--- config.mk ---
export PLATFORM = sky130hd
export DESIGN_NAME = ump_stream_tempo_division_tracker_top
export DESIGN_NICKNAME = d
export VERILOG_FILES = /design/src/hdl/umpt_pkg.sv /design/src/hdl/umpt_front.sv /design/src/hdl/umpt_queue.sv /design/src/hdl/umpt_back.sv /design/src/hdl/ump_stream_tempo_division_tracker_top.sv
export SDC_FILE = /design/constraint.sdc
export NUM_CORES = 1
export LEC_CHECK = 0
export CAP_MARGIN = 20
export CORE_MARGIN = 2
export CORE_UTILIZATION = 45
export CTS_CLUSTER_SIZE = 40
export DETAILED_ROUTE_END_ITERATION = 12
export DONT_BUFFER_PORTS = 1
export SLEW_MARGIN = 20
export SYNTH_ARGS = -nofsm -noshare
export SYNTH_HDL_FRONTEND = slang
export SYNTH_HIERARCHICAL = 1
export SYNTH_SLANG_ARGS = --single-unit
--- constraint.sdc ---
create_clock -name clk_i -period 15.5 [get_ports clk_i]
set_clock_uncertainty 0.1 [all_clocks]
set_input_delay 0 -clock clk_i [delete_from_list [all_inputs] [get_ports clk_i]]
set_output_delay 0 -clock clk_i [all_outputs]
set_load 0.02 [all_outputs]
--- src/hdl/umpt_pkg.sv ---
// Shared types, constants and helpers for the UMP tempo and division tracker.
// Used by umpt_front, umpt_queue, umpt_back and the top level.
package umpt_pkg;

  localparam int unsigned USEC_PER_MINUTE = 32'd60000000;

  localparam int unsigned WORD_W   = 32;
  localparam int unsigned VALUE_W  = 16;
  localparam int unsigned TYPE_W   = 4;
  localparam int unsigned POS_W    = 2;
  localparam int unsigned REMAIN_W = 2;

  localparam int unsigned REG_IDX_W = 1;

  localparam logic [VALUE_W-1:0] DIVISION_RESET = 16'd480;
  localparam logic [VALUE_W-1:0] BPM_RESET      = 16'd120;

  localparam logic [TYPE_W-1:0] TYPE_DATA128 = 4'h5;
  localparam logic [TYPE_W-1:0] TYPE_FLEX    = 4'hD;
  localparam logic [TYPE_W-1:0] TYPE_STREAM  = 4'hF;
  localparam logic [TYPE_W-1:0] TYPE_SYSEX7  = 4'h3;
  localparam logic [TYPE_W-1:0] TYPE_CV2     = 4'h4;

  localparam int unsigned DVD_W     = $clog2(USEC_PER_MINUTE + 1);
  localparam int unsigned DIV_STEPS = (DVD_W + 1) / 2;
  localparam int unsigned DVD_PAD_W = 2 * DIV_STEPS;
  localparam int unsigned DIV_CNT_W = $clog2(DIV_STEPS);

  localparam int unsigned Q_DEPTH = 2;
  localparam int unsigned Q_PTR_W = $clog2(Q_DEPTH);
  localparam int unsigned Q_CNT_W = $clog2(Q_DEPTH + 1);

  typedef enum logic [REG_IDX_W-1:0] {
    REG_DIVISION_AT_START = 1'b0,
    REG_BPM_AT_START      = 1'b1
  } reg_idx_e;

  typedef enum logic [1:0] {
    OP_NONE  = 2'd0,
    OP_DIV   = 2'd1,
    OP_TEMPO = 2'd2
  } op_e;

  typedef struct packed {
    logic               start;
    op_e                op;
    logic [WORD_W-1:0]  operand;
    logic [TYPE_W-1:0]  mtype;
    logic [POS_W-1:0]   pos;
    logic               done;
  } entry_t;

  typedef struct packed {
    logic [VALUE_W-1:0] division;
    logic [VALUE_W-1:0] bpm;
    logic [TYPE_W-1:0]  mtype;
    logic [POS_W-1:0]   pos;
    logic               done;
    logic               changed;
  } result_t;

  function automatic logic [REMAIN_W-1:0] extra_words(input logic [TYPE_W-1:0] t);
    logic [REMAIN_W-1:0] n;
    case (t)
      TYPE_SYSEX7, TYPE_CV2:             n = 2'd1;
      TYPE_DATA128, TYPE_FLEX, TYPE_STREAM: n = 2'd3;
      default:                           n = 2'd0;
    endcase
    return n;
  endfunction

endpackage

--- src/hdl/umpt_front.sv ---
// Front end: accepts packet words, frames them into messages and classifies
// each word into a queue entry. Depends on umpt_pkg.
module umpt_front (
  input  logic                          clk_i,
  input  logic                          rst_ni,
  input  logic                          in_valid_i,
  output logic                          in_ready_o,
  input  logic [umpt_pkg::WORD_W-1:0]   word_i,
  input  logic                          start_i,
  output logic                          push_o,
  output umpt_pkg::entry_t              entry_o,
  input  logic                          full_i
);
  import umpt_pkg::*;

  logic [REMAIN_W-1:0] remain_q, remain_d, remain_eff;
  logic [TYPE_W-1:0]   type_q, type_d;
  logic [POS_W-1:0]    pos_q, pos_d;
  logic                hsz_q, hsz_d;
  logic [WORD_W-1:0]   sw_q, sw_d;
  logic                done;
  op_e                 op;

  assign in_ready_o = !full_i;
  assign push_o     = in_valid_i && !full_i;
  assign remain_eff = start_i ? '0 : remain_q;

  always_comb begin
    type_d   = type_q;
    pos_d    = pos_q;
    hsz_d    = hsz_q;
    sw_d     = sw_q;
    remain_d = remain_q;
    done     = 1'b0;
    op       = OP_NONE;
    if (remain_eff == '0) begin
      type_d = word_i[31:28];
      pos_d  = '0;
      case (type_d)
        TYPE_STREAM: hsz_d = (word_i[25:16] == '0);
        TYPE_FLEX:   hsz_d = (word_i[7:0] == '0);
        default:     hsz_d = 1'b0;
      endcase
      remain_d = extra_words(type_d);
      done     = (remain_d == '0);
    end else begin
      pos_d = pos_q + POS_W'(1);
      if (pos_d == POS_W'(1)) begin
        sw_d = word_i;
      end
      remain_d = remain_eff - REMAIN_W'(1);
      if (remain_d == '0) begin
        done = 1'b1;
        if (hsz_q && type_q == TYPE_STREAM) begin
          op = OP_DIV;
        end else if (hsz_q && type_q == TYPE_FLEX && sw_d != '0) begin
          op = OP_TEMPO;
        end
      end
    end
  end

  always_comb begin
    entry_o.start   = start_i;
    entry_o.op      = op;
    entry_o.operand = sw_d;
    entry_o.mtype   = type_d;
    entry_o.pos     = pos_d;
    entry_o.done    = done;
  end

  always_ff @(posedge clk_i or negedge rst_ni) begin
    if (!rst_ni) begin
      remain_q <= '0;
      type_q   <= '0;
      pos_q    <= '0;
      hsz_q    <= 1'b0;
      sw_q     <= '0;
    end else if (push_o) begin
      remain_q <= remain_d;
      type_q   <= type_d;
      pos_q    <= pos_d;
      hsz_q    <= hsz_d;
      sw_q     <= sw_d;
    end
  end

`ifndef SYNTHESIS
  a_op_only_on_done: assert property (@(posedge clk_i) disable iff (!rst_ni)
    push_o && entry_o.op != OP_NONE |-> entry_o.done)
    else $error("update op on a word that does not complete its message");
`endif

endmodule

--- src/hdl/umpt_queue.sv ---
// Short queue of classified entries between front and back end.
// Depends on umpt_pkg.
module umpt_queue (
  input  logic             clk_i,
  input  logic             rst_ni,
  input  logic             push_i,
  input  umpt_pkg::entry_t push_data_i,
  output logic             full_o,
  input  logic             pop_i,
  output umpt_pkg::entry_t pop_data_o,
  output logic             empty_o
);
  import umpt_pkg::*;

  entry_t               mem_q [Q_DEPTH];
  logic [Q_PTR_W-1:0]   wr_ptr_q, rd_ptr_q;
  logic [Q_CNT_W-1:0]   cnt_q, cnt_d;

  assign full_o     = (cnt_q == Q_CNT_W'(Q_DEPTH));
  assign empty_o    = (cnt_q == '0);
  assign pop_data_o = mem_q[rd_ptr_q];

  always_comb begin
    cnt_d = cnt_q;
    if (push_i && !pop_i) begin
      cnt_d = cnt_q + Q_CNT_W'(1);
    end else if (pop_i && !push_i) begin
      cnt_d = cnt_q - Q_CNT_W'(1);
    end
  end

  always_ff @(posedge clk_i) begin
    if (push_i) begin
      mem_q[wr_ptr_q] <= push_data_i;
    end
  end

  always_ff @(posedge clk_i or negedge rst_ni) begin
    if (!rst_ni) begin
      wr_ptr_q <= '0;
      rd_ptr_q <= '0;
      cnt_q    <= '0;
    end else begin
      if (push_i) begin
        wr_ptr_q <= wr_ptr_q + Q_PTR_W'(1);
      end
      if (pop_i) begin
        rd_ptr_q <= rd_ptr_q + Q_PTR_W'(1);
      end
      cnt_q <= cnt_d;
    end
  end

`ifndef SYNTHESIS
  a_no_push_full: assert property (@(posedge clk_i) disable iff (!rst_ni)
    push_i |-> !full_o)
    else $error("push into full queue");
  a_no_pop_empty: assert property (@(posedge clk_i) disable iff (!rst_ni)
    pop_i |-> !empty_o)
    else $error("pop from empty queue");
`endif

endmodule

--- src/hdl/umpt_back.sv ---
// Back end: holds start registers, division and tempo, runs the radix-4 tempo
// divider and drives the registered result item. Depends on umpt_pkg.
module umpt_back (
  input  logic                                clk_i,
  input  logic                                rst_ni,
  input  logic                                cfg_we_i,
  input  logic [umpt_pkg::REG_IDX_W-1:0]      cfg_addr_i,
  input  logic [umpt_pkg::VALUE_W-1:0]        cfg_wdata_i,
  input  logic                                empty_i,
  input  umpt_pkg::entry_t                    entry_i,
  output logic                                pop_o,
  output logic                                out_valid_o,
  input  logic                                out_ready_i,
  output umpt_pkg::result_t                   result_o
);
  import umpt_pkg::*;

  typedef enum logic [2:0] {
    S_IDLE = 3'b001,
    S_DIV  = 3'b010,
    S_OUT  = 3'b100
  } back_state_e;

  back_state_e             state_q, state_d;
  logic [VALUE_W-1:0]      cfg_div_q, cfg_bpm_q;
  logic [VALUE_W-1:0]      div_q, div_d, bpm_q, bpm_d;
  logic [VALUE_W-1:0]      div_base, bpm_base;
  entry_t                  hold_q, hold_d;
  logic [WORD_W-1:0]       rem_q, rem_d, dsr_q, dsr_d;
  logic [DVD_PAD_W-1:0]    dvd_q, dvd_d;
  logic [VALUE_W-1:0]      quo_q, quo_d;
  logic [DIV_CNT_W-1:0]    cnt_q, cnt_d;
  logic [WORD_W:0]         r1, r2;
  logic [WORD_W-1:0]       r1s, r2s;
  logic                    ge1, ge2;
  logic                    out_free, load_out;
  logic                    out_valid_q, out_valid_d;
  result_t                 res_q, res_d;

  assign out_free    = !out_valid_q || out_ready_i;
  assign out_valid_o = out_valid_q;
  assign result_o    = res_q;
  assign pop_o       = (state_q == S_IDLE) && !empty_i && out_free;
  assign div_base    = entry_i.start ? cfg_div_q : div_q;
  assign bpm_base    = entry_i.start ? cfg_bpm_q : bpm_q;

  always_comb begin
    r1  = {rem_q, dvd_q[DVD_PAD_W-1]};
    ge1 = (r1 >= {1'b0, dsr_q});
    r1s = ge1 ? WORD_W'(r1 - {1'b0, dsr_q}) : r1[WORD_W-1:0];
    r2  = {r1s, dvd_q[DVD_PAD_W-2]};
    ge2 = (r2 >= {1'b0, dsr_q});
    r2s = ge2 ? WORD_W'(r2 - {1'b0, dsr_q}) : r2[WORD_W-1:0];
  end

  always_comb begin
    state_d  = state_q;
    div_d    = div_q;
    bpm_d    = bpm_q;
    hold_d   = hold_q;
    rem_d    = rem_q;
    dsr_d    = dsr_q;
    dvd_d    = dvd_q;
    quo_d    = quo_q;
    cnt_d    = cnt_q;
    load_out = 1'b0;
    res_d    = res_q;
    case (state_q)
      S_IDLE: begin
        if (pop_o) begin
          div_d         = div_base;
          bpm_d         = bpm_base;
          res_d.mtype   = entry_i.mtype;
          res_d.pos     = entry_i.pos;
          res_d.done    = entry_i.done;
          res_d.changed = 1'b0;
          case (entry_i.op)
            OP_DIV: begin
              div_d         = entry_i.operand[31:16];
              res_d.changed = 1'b1;
              load_out      = 1'b1;
            end
            OP_TEMPO: begin
              hold_d  = entry_i;
              rem_d   = '0;
              dsr_d   = entry_i.operand;
              dvd_d   = DVD_PAD_W'(USEC_PER_MINUTE);
              quo_d   = '0;
              cnt_d   = DIV_CNT_W'(DIV_STEPS - 1);
              state_d = S_DIV;
            end
            default: begin
              load_out = 1'b1;
            end
          endcase
          res_d.division = div_d;
          res_d.bpm      = bpm_d;
        end
      end
      S_DIV: begin
        rem_d = r2s;
        dvd_d = {dvd_q[DVD_PAD_W-3:0], 2'b00};
        quo_d = {quo_q[VALUE_W-3:0], ge1, ge2};
        cnt_d = cnt_q - DIV_CNT_W'(1);
        if (cnt_q == '0) begin
          state_d = S_OUT;
        end
      end
      S_OUT: begin
        if (out_free) begin
          bpm_d          = quo_q;
          res_d.division = div_q;
          res_d.bpm      = quo_q;
          res_d.mtype    = hold_q.mtype;
          res_d.pos      = hold_q.pos;
          res_d.done     = hold_q.done;
          res_d.changed  = 1'b1;
          load_out       = 1'b1;
          state_d        = S_IDLE;
        end
      end
      default: begin
        state_d = S_IDLE;
      end
    endcase
    out_valid_d = load_out ? 1'b1 : (out_ready_i ? 1'b0 : out_valid_q);
  end

  always_ff @(posedge clk_i or negedge rst_ni) begin
    if (!rst_ni) begin
      cfg_div_q <= DIVISION_RESET;
      cfg_bpm_q <= BPM_RESET;
    end else if (cfg_we_i) begin
      case (cfg_addr_i)
        REG_DIVISION_AT_START: cfg_div_q <= cfg_wdata_i;
        REG_BPM_AT_START:      cfg_bpm_q <= cfg_wdata_i;
        default: ;
      endcase
    end
  end

  always_ff @(posedge clk_i or negedge rst_ni) begin
    if (!rst_ni) begin
      state_q     <= S_IDLE;
      div_q       <= DIVISION_RESET;
      bpm_q       <= BPM_RESET;
      out_valid_q <= 1'b0;
      cnt_q       <= '0;
    end else begin
      state_q     <= state_d;
      div_q       <= div_d;
      bpm_q       <= bpm_d;
      out_valid_q <= out_valid_d;
      cnt_q       <= cnt_d;
    end
  end

  always_ff @(posedge clk_i) begin
    hold_q <= hold_d;
    rem_q  <= rem_d;
    dsr_q  <= dsr_d;
    dvd_q  <= dvd_d;
    quo_q  <= quo_d;
    if (load_out) begin
      res_q <= res_d;
    end
  end

`ifndef SYNTHESIS
  a_no_pop_busy: assert property (@(posedge clk_i) disable iff (!rst_ni)
    state_q != S_IDLE |-> !pop_o)
    else $error("entry popped while divide in progress");
  a_changed_done: assert property (@(posedge clk_i) disable iff (!rst_ni)
    out_valid_q && res_q.changed |-> res_q.done)
    else $error("update reported on a word that does not complete its message");
`endif

endmodule

--- src/hdl/ump_stream_tempo_division_tracker_top.sv ---
// Top level of the UMP stream tempo and division tracker.
// Instantiates umpt_front, umpt_queue and umpt_back; depends on umpt_pkg.
//
//   channel  dir  payload
//   s_axis   in   tdata = ump_word[31:0]; tuser = stream_start
//   m_axis   out  tdata = division, bpm, message_type, word_position, pad;
//                 tlast = message_done; tuser = value_changed
//   cfg      in   cfg_addr_i 0 = division_at_start, 1 = bpm_at_start
//
// In the back end a word that completes a tempo message takes a load step, 13 radix-4
// steps of the shared divider and a result step; no new word is taken while a divide
// runs. A two-entry queue lets the front take words during a divide.
// Reset clears framing and loads division 480 and tempo 120.
// A stalled m_axis holds the result register; the queue then fills and
// s_axis_tready_o drops.
module ump_stream_tempo_division_tracker_top (
  input  logic                               clk_i,
  input  logic                               rst_ni,
  input  logic                               s_axis_tvalid_i,
  output logic                               s_axis_tready_o,
  input  logic [31:0]                        s_axis_tdata_i,  // ump_word
  input  logic                               s_axis_tuser_i,  // stream_start
  output logic                               m_axis_tvalid_o,
  input  logic                               m_axis_tready_i,
  // division[15:0], bpm[31:16], message_type[35:32], word_position[37:36], zero[39:38]
  output logic [39:0]                        m_axis_tdata_o,
  output logic                               m_axis_tlast_o,  // message_done
  output logic                               m_axis_tuser_o,  // value_changed
  input  logic                               cfg_we_i,
  input  logic [umpt_pkg::REG_IDX_W-1:0]     cfg_addr_i,
  input  logic [umpt_pkg::VALUE_W-1:0]       cfg_wdata_i
);
  import umpt_pkg::*;

  entry_t  push_entry, pop_entry;
  logic    push, pop, full, empty;
  result_t result;

  umpt_front u_front (
    .clk_i      (clk_i),
    .rst_ni     (rst_ni),
    .in_valid_i (s_axis_tvalid_i),
    .in_ready_o (s_axis_tready_o),
    .word_i     (s_axis_tdata_i),
    .start_i    (s_axis_tuser_i),
    .push_o     (push),
    .entry_o    (push_entry),
    .full_i     (full)
  );

  umpt_queue u_queue (
    .clk_i       (clk_i),
    .rst_ni      (rst_ni),
    .push_i      (push),
    .push_data_i (push_entry),
    .full_o      (full),
    .pop_i       (pop),
    .pop_data_o  (pop_entry),
    .empty_o     (empty)
  );

  umpt_back u_back (
    .clk_i       (clk_i),
    .rst_ni      (rst_ni),
    .cfg_we_i    (cfg_we_i),
    .cfg_addr_i  (cfg_addr_i),
    .cfg_wdata_i (cfg_wdata_i),
    .empty_i     (empty),
    .entry_i     (pop_entry),
    .pop_o       (pop),
    .out_valid_o (m_axis_tvalid_o),
    .out_ready_i (m_axis_tready_i),
    .result_o    (result)
  );

  assign m_axis_tdata_o = {2'b00, result.pos, result.mtype, result.bpm, result.division};
  assign m_axis_tlast_o = result.done;
  assign m_axis_tuser_o = result.changed;

endmodule

Word-level counts from Yosys, hierarchy flattened
Memories as Yosys holds them, arrays and structs flattened.
Cells that the tools add are included.

word-level totals
  register bits = 270
  memory bits (writable) = 84
  input port bits = 55
  output and inout bits = 44
  logic and storage cells = 151
  memories kept = 1

memory list
  name           words  bits a word  rd ports  clocked after memory_dff  write ports  line              RTL
  u_queue.mem_q  2      42           1         0                         1            umpt_queue.sv:15  entry_t mem_q [Q_DEPTH];

cells by class
  add/sub/neg operators = 9
  magnitude comparators = 2
  equality and inequality tests = 18
  mux-type cells = 55
  bitwise gates (word level) = 1
  reductions and logical operators = 37

operators with widths
  operator                                                                count
  32-bit two-way mux                                                      7
  16-bit two-way mux                                                      7
  40-bit two-way mux                                                      2
  40-bit one-hot mux with 2 select lines                                  1
  33-bit by 32-bit >= comparator with 1-bit output                        2
  16-bit one-hot mux with 2 select lines                                  2
  32-bit one-hot mux with 2 select lines                                  1
  32-bit subtractor                                                       2
  26-bit two-way mux                                                      2
  26-bit one-hot mux with 2 select lines                                  1
  32-bit nonzero test                                                     1
  2-bit two-way mux                                                       10
  4-bit equality test (second input constant)                             4
  3-bit two-way mux                                                       4
  4-bit two-way mux                                                       3
  10-bit logical NOT                                                      1
  1-bit two-way mux                                                       10
  3-bit one-hot mux with 3 select lines                                   1
  3-bit AND reduction                                                     3
  4-bit by 3-bit equality test with 1-bit output (second input constant)  2
  1-bit logical AND                                                       8
  2-bit logical NOT                                                       4
  8-bit logical NOT                                                       1
  4-bit one-hot mux with 2 select lines                                   1
  other kinds (23)                                                        42

Depth between registers and ports, before layout
  depth after elaboration = 10
  depth in mapped cells = 25
  mapped depth without buffers = 23

Modules after synthesis
The synthesis kept the hierarchy.

modules (own cells, without submodules)
  module                                 times used  cells an instance  area an instance (um^2)  sequential area each (um^2)
  umpt_back                              1           1201               12637.1                  6147.1
  umpt_queue                             1           147                3419.5                   2622.5
  umpt_front                             1           213                2472.4                   1026.0
  ump_stream_tempo_division_tracker_top  1           3                  18.8                     0.0

Least setup slack after synthesis
Ideal clock, no wire load.

  kind = register to register
  from = register u_back.rem_q[9]
  to = register u_back.rem_q[11], data pin
  setup time = 0.267 ns
  data arrival time = 5.185 ns
  data required time = 15.133 ns
  setup slack = 9.948 ns
  stages on the path, launching flop included = 21
  path buffers = 3
  clock period less this slack = 5.552 ns
  path through = edfxtp_1 > ha_1 > buf_4 > nand4_1 > or3_4 > o22a_4 > o21a_1 > o31a_4 > o31ai_4 > buf_4 > mux2_2 > ha_1 > or4_1 > o21ai_0 > o31ai_1 > a21bo_1 > a22oi_1 > o211ai_1 > clkbuf_1 > o21ai_0 > o21ai_0

on the way
  longest elaborated chain between the ends = 5
  elaborated cells on any way between the ends = 7
  classes of those cells = add/sub: 2; order compare: 2; mux: 3

RTL lines
  element                                                                                       line                              RTL
  from (decl)                                                                                   umpt_back.sv:29                   logic [WORD_W-1:0] rem_q, rem_d, dsr_q, dsr_d;
  from (signal assigned)                                                                        umpt_back.sv:160                  rem_q <= rem_d;
  32-bit subtractor / 33-bit by 32-bit >= comparator with 1-bit output (equally long branches)  umpt_back.sv:50, umpt_back.sv:49
  32-bit two-way mux (*)                                                                        umpt_back.sv:50                   r1s = ge1 ? WORD_W'(r1 - {1'b0, dsr_q}) : r1[WORD_W-1:0];
  32-bit subtractor / 33-bit by 32-bit >= comparator with 1-bit output (equally long branches)  umpt_back.sv:53, umpt_back.sv:52
  32-bit two-way mux (*)                                                                        umpt_back.sv:53                   r2s = ge2 ? WORD_W'(r2 - {1'b0, dsr_q}) : r2[WORD_W-1:0];
  32-bit one-hot mux with 2 select lines (*)                                                    umpt_back.sv:68                   case (state_q)

Every way passes the cells marked *; elsewhere a longest branch is shown, timed or not.
A chain may end at the register's enable or synchronous reset.

Final worst setup path
  from = register u_back.rem_q[9]
  to = register u_back.rem_q[25], data pin

Same word-level chain as after synthesis.

==> impl_metrics.ini <==
[run_status]
outcome = complete, no violations

[finish]
ff_latch_area_sq_um = 9797
nFillCells = 3569
nets = 1730
drive_gt1_share_pct = 17.30
multi_input_area_sq_um = 8082
antenna_cells = 0
areaGrowthSynthToFinish_pct = 12.47

[clock_tree]
cts_tree = built
htree_levels = 2
cts_root_buf = clkbuf_16
cts_buffers = 39
clock_path_buffers = 3
insertion_delay_ps = 550
path_clk_slew_ps = 60
cts.sinks = 345
cts_setup_buffers = 0

[setup_path]
worstPathRequired_ps = 15690
cp_max_fo = 33
cp-start-kind = flip-flop
arrival_ps = 7390
ff2ff_setup_slack_ps = 8300
endpoint_kind = flip-flop
crit_type = flip-flop to flip-flop

[routing]
viasPerCell = 5.782
drt_iter0_markers = 765
avgRoutedWirePerCell_um = 20.69
routed-via-count = 12540
drc_errors = 0
wl_mm = 44.85
ant_nets = 0
dr.pass1.iters = 5

[synth]
ys.flop_type = edfxtp_1
syn_area_sq_um = 18550
ys_ff_latch = 345
ys_seq_area_share_pct = 52.81
yosysTopAreaCell = edfxtp_1
async_reset_ff_share_pct = 33.91
ys_top_cells_by_area = edfxtp_1, dfrtp_1, mux2_2
synth_area_per_cell_sq_um = 11.86
synth_top_area_share_pct = 36.91
synth_cell_types = 84
post-synth-top-count-cell = edfxtp_1
synthTopCellsByCount = edfxtp_1, nand2_1, mux2_2
syn_inst = 1564
ys_warn_count = 6
synth-edff-count = 228

[power]
power.internal_mw = 3.128
switching_share_pct = 41.89
power_density_nw_per_um2 = 258.1
vdd_drop_max_mv = 0.1284
p_leak_nw = 8.162
p_switching_mw = 2.255
pwr-share-clk_pct = 17.2
pwr-share-comb_pct = 51.3
pwr-share-seq_pct = 31.5

[place]
globalplace.congestion = 0.8660
numPortBuffers = 0
dp_hpwl_mm = 31.45
dp_worst_setup_slack_ps = 8351

[global_route]
grt_max_degree = 118
overflow = 0
grt_pass1_vias = 12320
grt_usage_pct = 20.80
grt_pass1_wl_mm = 71.18
antenna_found_initial = 1

[timing]
fin_tns_setup_ps = 0
min_period_ps = 7198
hold_viol_final = 0
fin_ws_ps = 8302
fin_crit_sh_pct = 46.44
setup_viol = 0
slew-limit-headroom_pct = 26.78
tightest_slew_ps = 1098
slew_viol_final = 0
fmax_ghz = 0.1389
rsz0062_at_grt = false

[die]
die_w_um = 207.0
fp.dieH_um = 207.0
start_util_pct = 45.53
core_sq_um = 40740
pin_count = 99
num_rows = 74
dieArea_sq_um = 42860

[hold_path]
hold_path.class = input port to flip-flop

[job]
maxCapViolations = 0
[power groups by stage]
stage               registers [mW]  clock network [mW]  logic, mW
floorplan                     1.67                   0       2.11
CTS                           1.70               0.953       2.74
global placement              1.70                   0       2.67
global route                  1.73               0.989       3.04
finish                        1.70               0.927       2.76
detailed placement            1.71                   0       2.70
[logic make-up after synthesis]
kind of cell	count (synthesis)	share of synthesized area [%]
compound gates	351	12.13
mux	200	12.99
buf+inv	146	3.886
xor+xnor	52	2.455
fa+ha+maj	70	4.803
simple gates	399	10.90
flops	345	52.81
other cells	1	0.02022
[metrics by stage]
stage | power (mW) | instance area, sq um | utilization [%] | instances | hold slack [ps]
2_1_floorplan | 3.780 | 18550 | - | 1565 | -395.6
3_3_place_gp | 4.374 | 18900 | 46.40 | 2034 | -390.0
3_5_place_dp | 4.411 | 18930 | 46.47 | 2036 | -388.7
4_1_cts | 5.391 | 20830 | 51.14 | 2167 | 28.46
5_1_grt | 5.759 | 20860 | 51.21 | 2168 | 60.13
6_report | 5.384 | 20860 | 51.21 | 2168 | 52.14
[critical path, cell delays in order (launching register included)]
cell and delay [ps]:
edfxtp_1 400, ha_1 450, nand4_1 230, or3_4 450
o22a_4 210, o21a_1 180, o31a_4 340, o31ai_4 230
buf_4 430, mux2_2 410, ha_1 230, or4_1 520
o21ai_0 460, o31ai_1 240, a21bo_1 320, a22oi_1 270
o211a_1 940, a211oi_1 180, a211o_1 310
[flip-flops by register name, summed over array words and instances, names as in the netlist, 7 cells and up]
| name | cells |
|---|---|
| u_back/dsr_q | 32 |
| u_back/div_q | 16 |
| u_back/cfg_bpm_q | 16 |
| u_back/bpm_q | 16 |
| u_back/cfg_div_q | 16 |
| u_back/rem_q | 32 |
| u_back/hold_q | 7 |
| u_back/dvd_q | 17 |
| u_front/sw_q | 32 |
| u_back/result_o | 40 |
| u_queue/mem_q | 84 |
| u_back/quo_q | 16 |
[layout by cell type (no fill, tap or decap), types with 29 or more instances in the layout]
cell,n
mux2_2,114
nand2_1,134
o21ai_0,112
edfxtp_1,228
a21oi_1,74
nand3_1,45
ha_1,68
mux2_4,49
xnor2_1,30
nor2_1,50
dlygate4sd3_1,58
dfrtp_1,99
and2_1,29
nor3_1,31
clkbuf_16,40
inv_1,68
[repair_timing]
action / 4_1_cts / 5_1_grt
hold buffers: 59 / 0
hold endpoints to repair: 278 / 0
gates resized for setup: 0 / 0
[area by class of cell]
cell class	count	area share [%]
flip-flops and latches	345	46.96
multi-input cells	1074	38.74
clock buffers	51	5.140
repair buffers	76	3.677
well taps	532	3.191
inverters	69	1.242
clock inverters	21	1.050
[final timing paths]
path                                          from                end  cells after the start
worst max-delay path               u_back/rem_q[9]   u_back/rem_q[25]                     18
worst min-delay path            s_axis_tdata_i[14]   u_front/sw_q[14]                      2
worst max register to register     u_back/rem_q[9]   u_back/rem_q[25]                     18
worst min register to register     u_back/div_q[9]    u_back/div_q[9]                      2
max in group asynchronous                   rst_ni   u_queue/wr_ptr_q                      4
min in group asynchronous                   rst_ni  u_front/type_q[0]                      3
[metal layers]
metal | GRT usage (%) | up-vias | share of wire, % | wire (um)
met5 | 0 | - | 0 | 0
met4 | 6.281 | 0 | 2.7 | 1196
met3 | 3.153 | 73 | 4.5 | 2004
met2 | 32.85 | 339 | 46 | 20790
met1 | 29.68 | 6209 | 46 | 20860
li1 | - | 5914 | - | -
(Power assumes the default switching activity.)
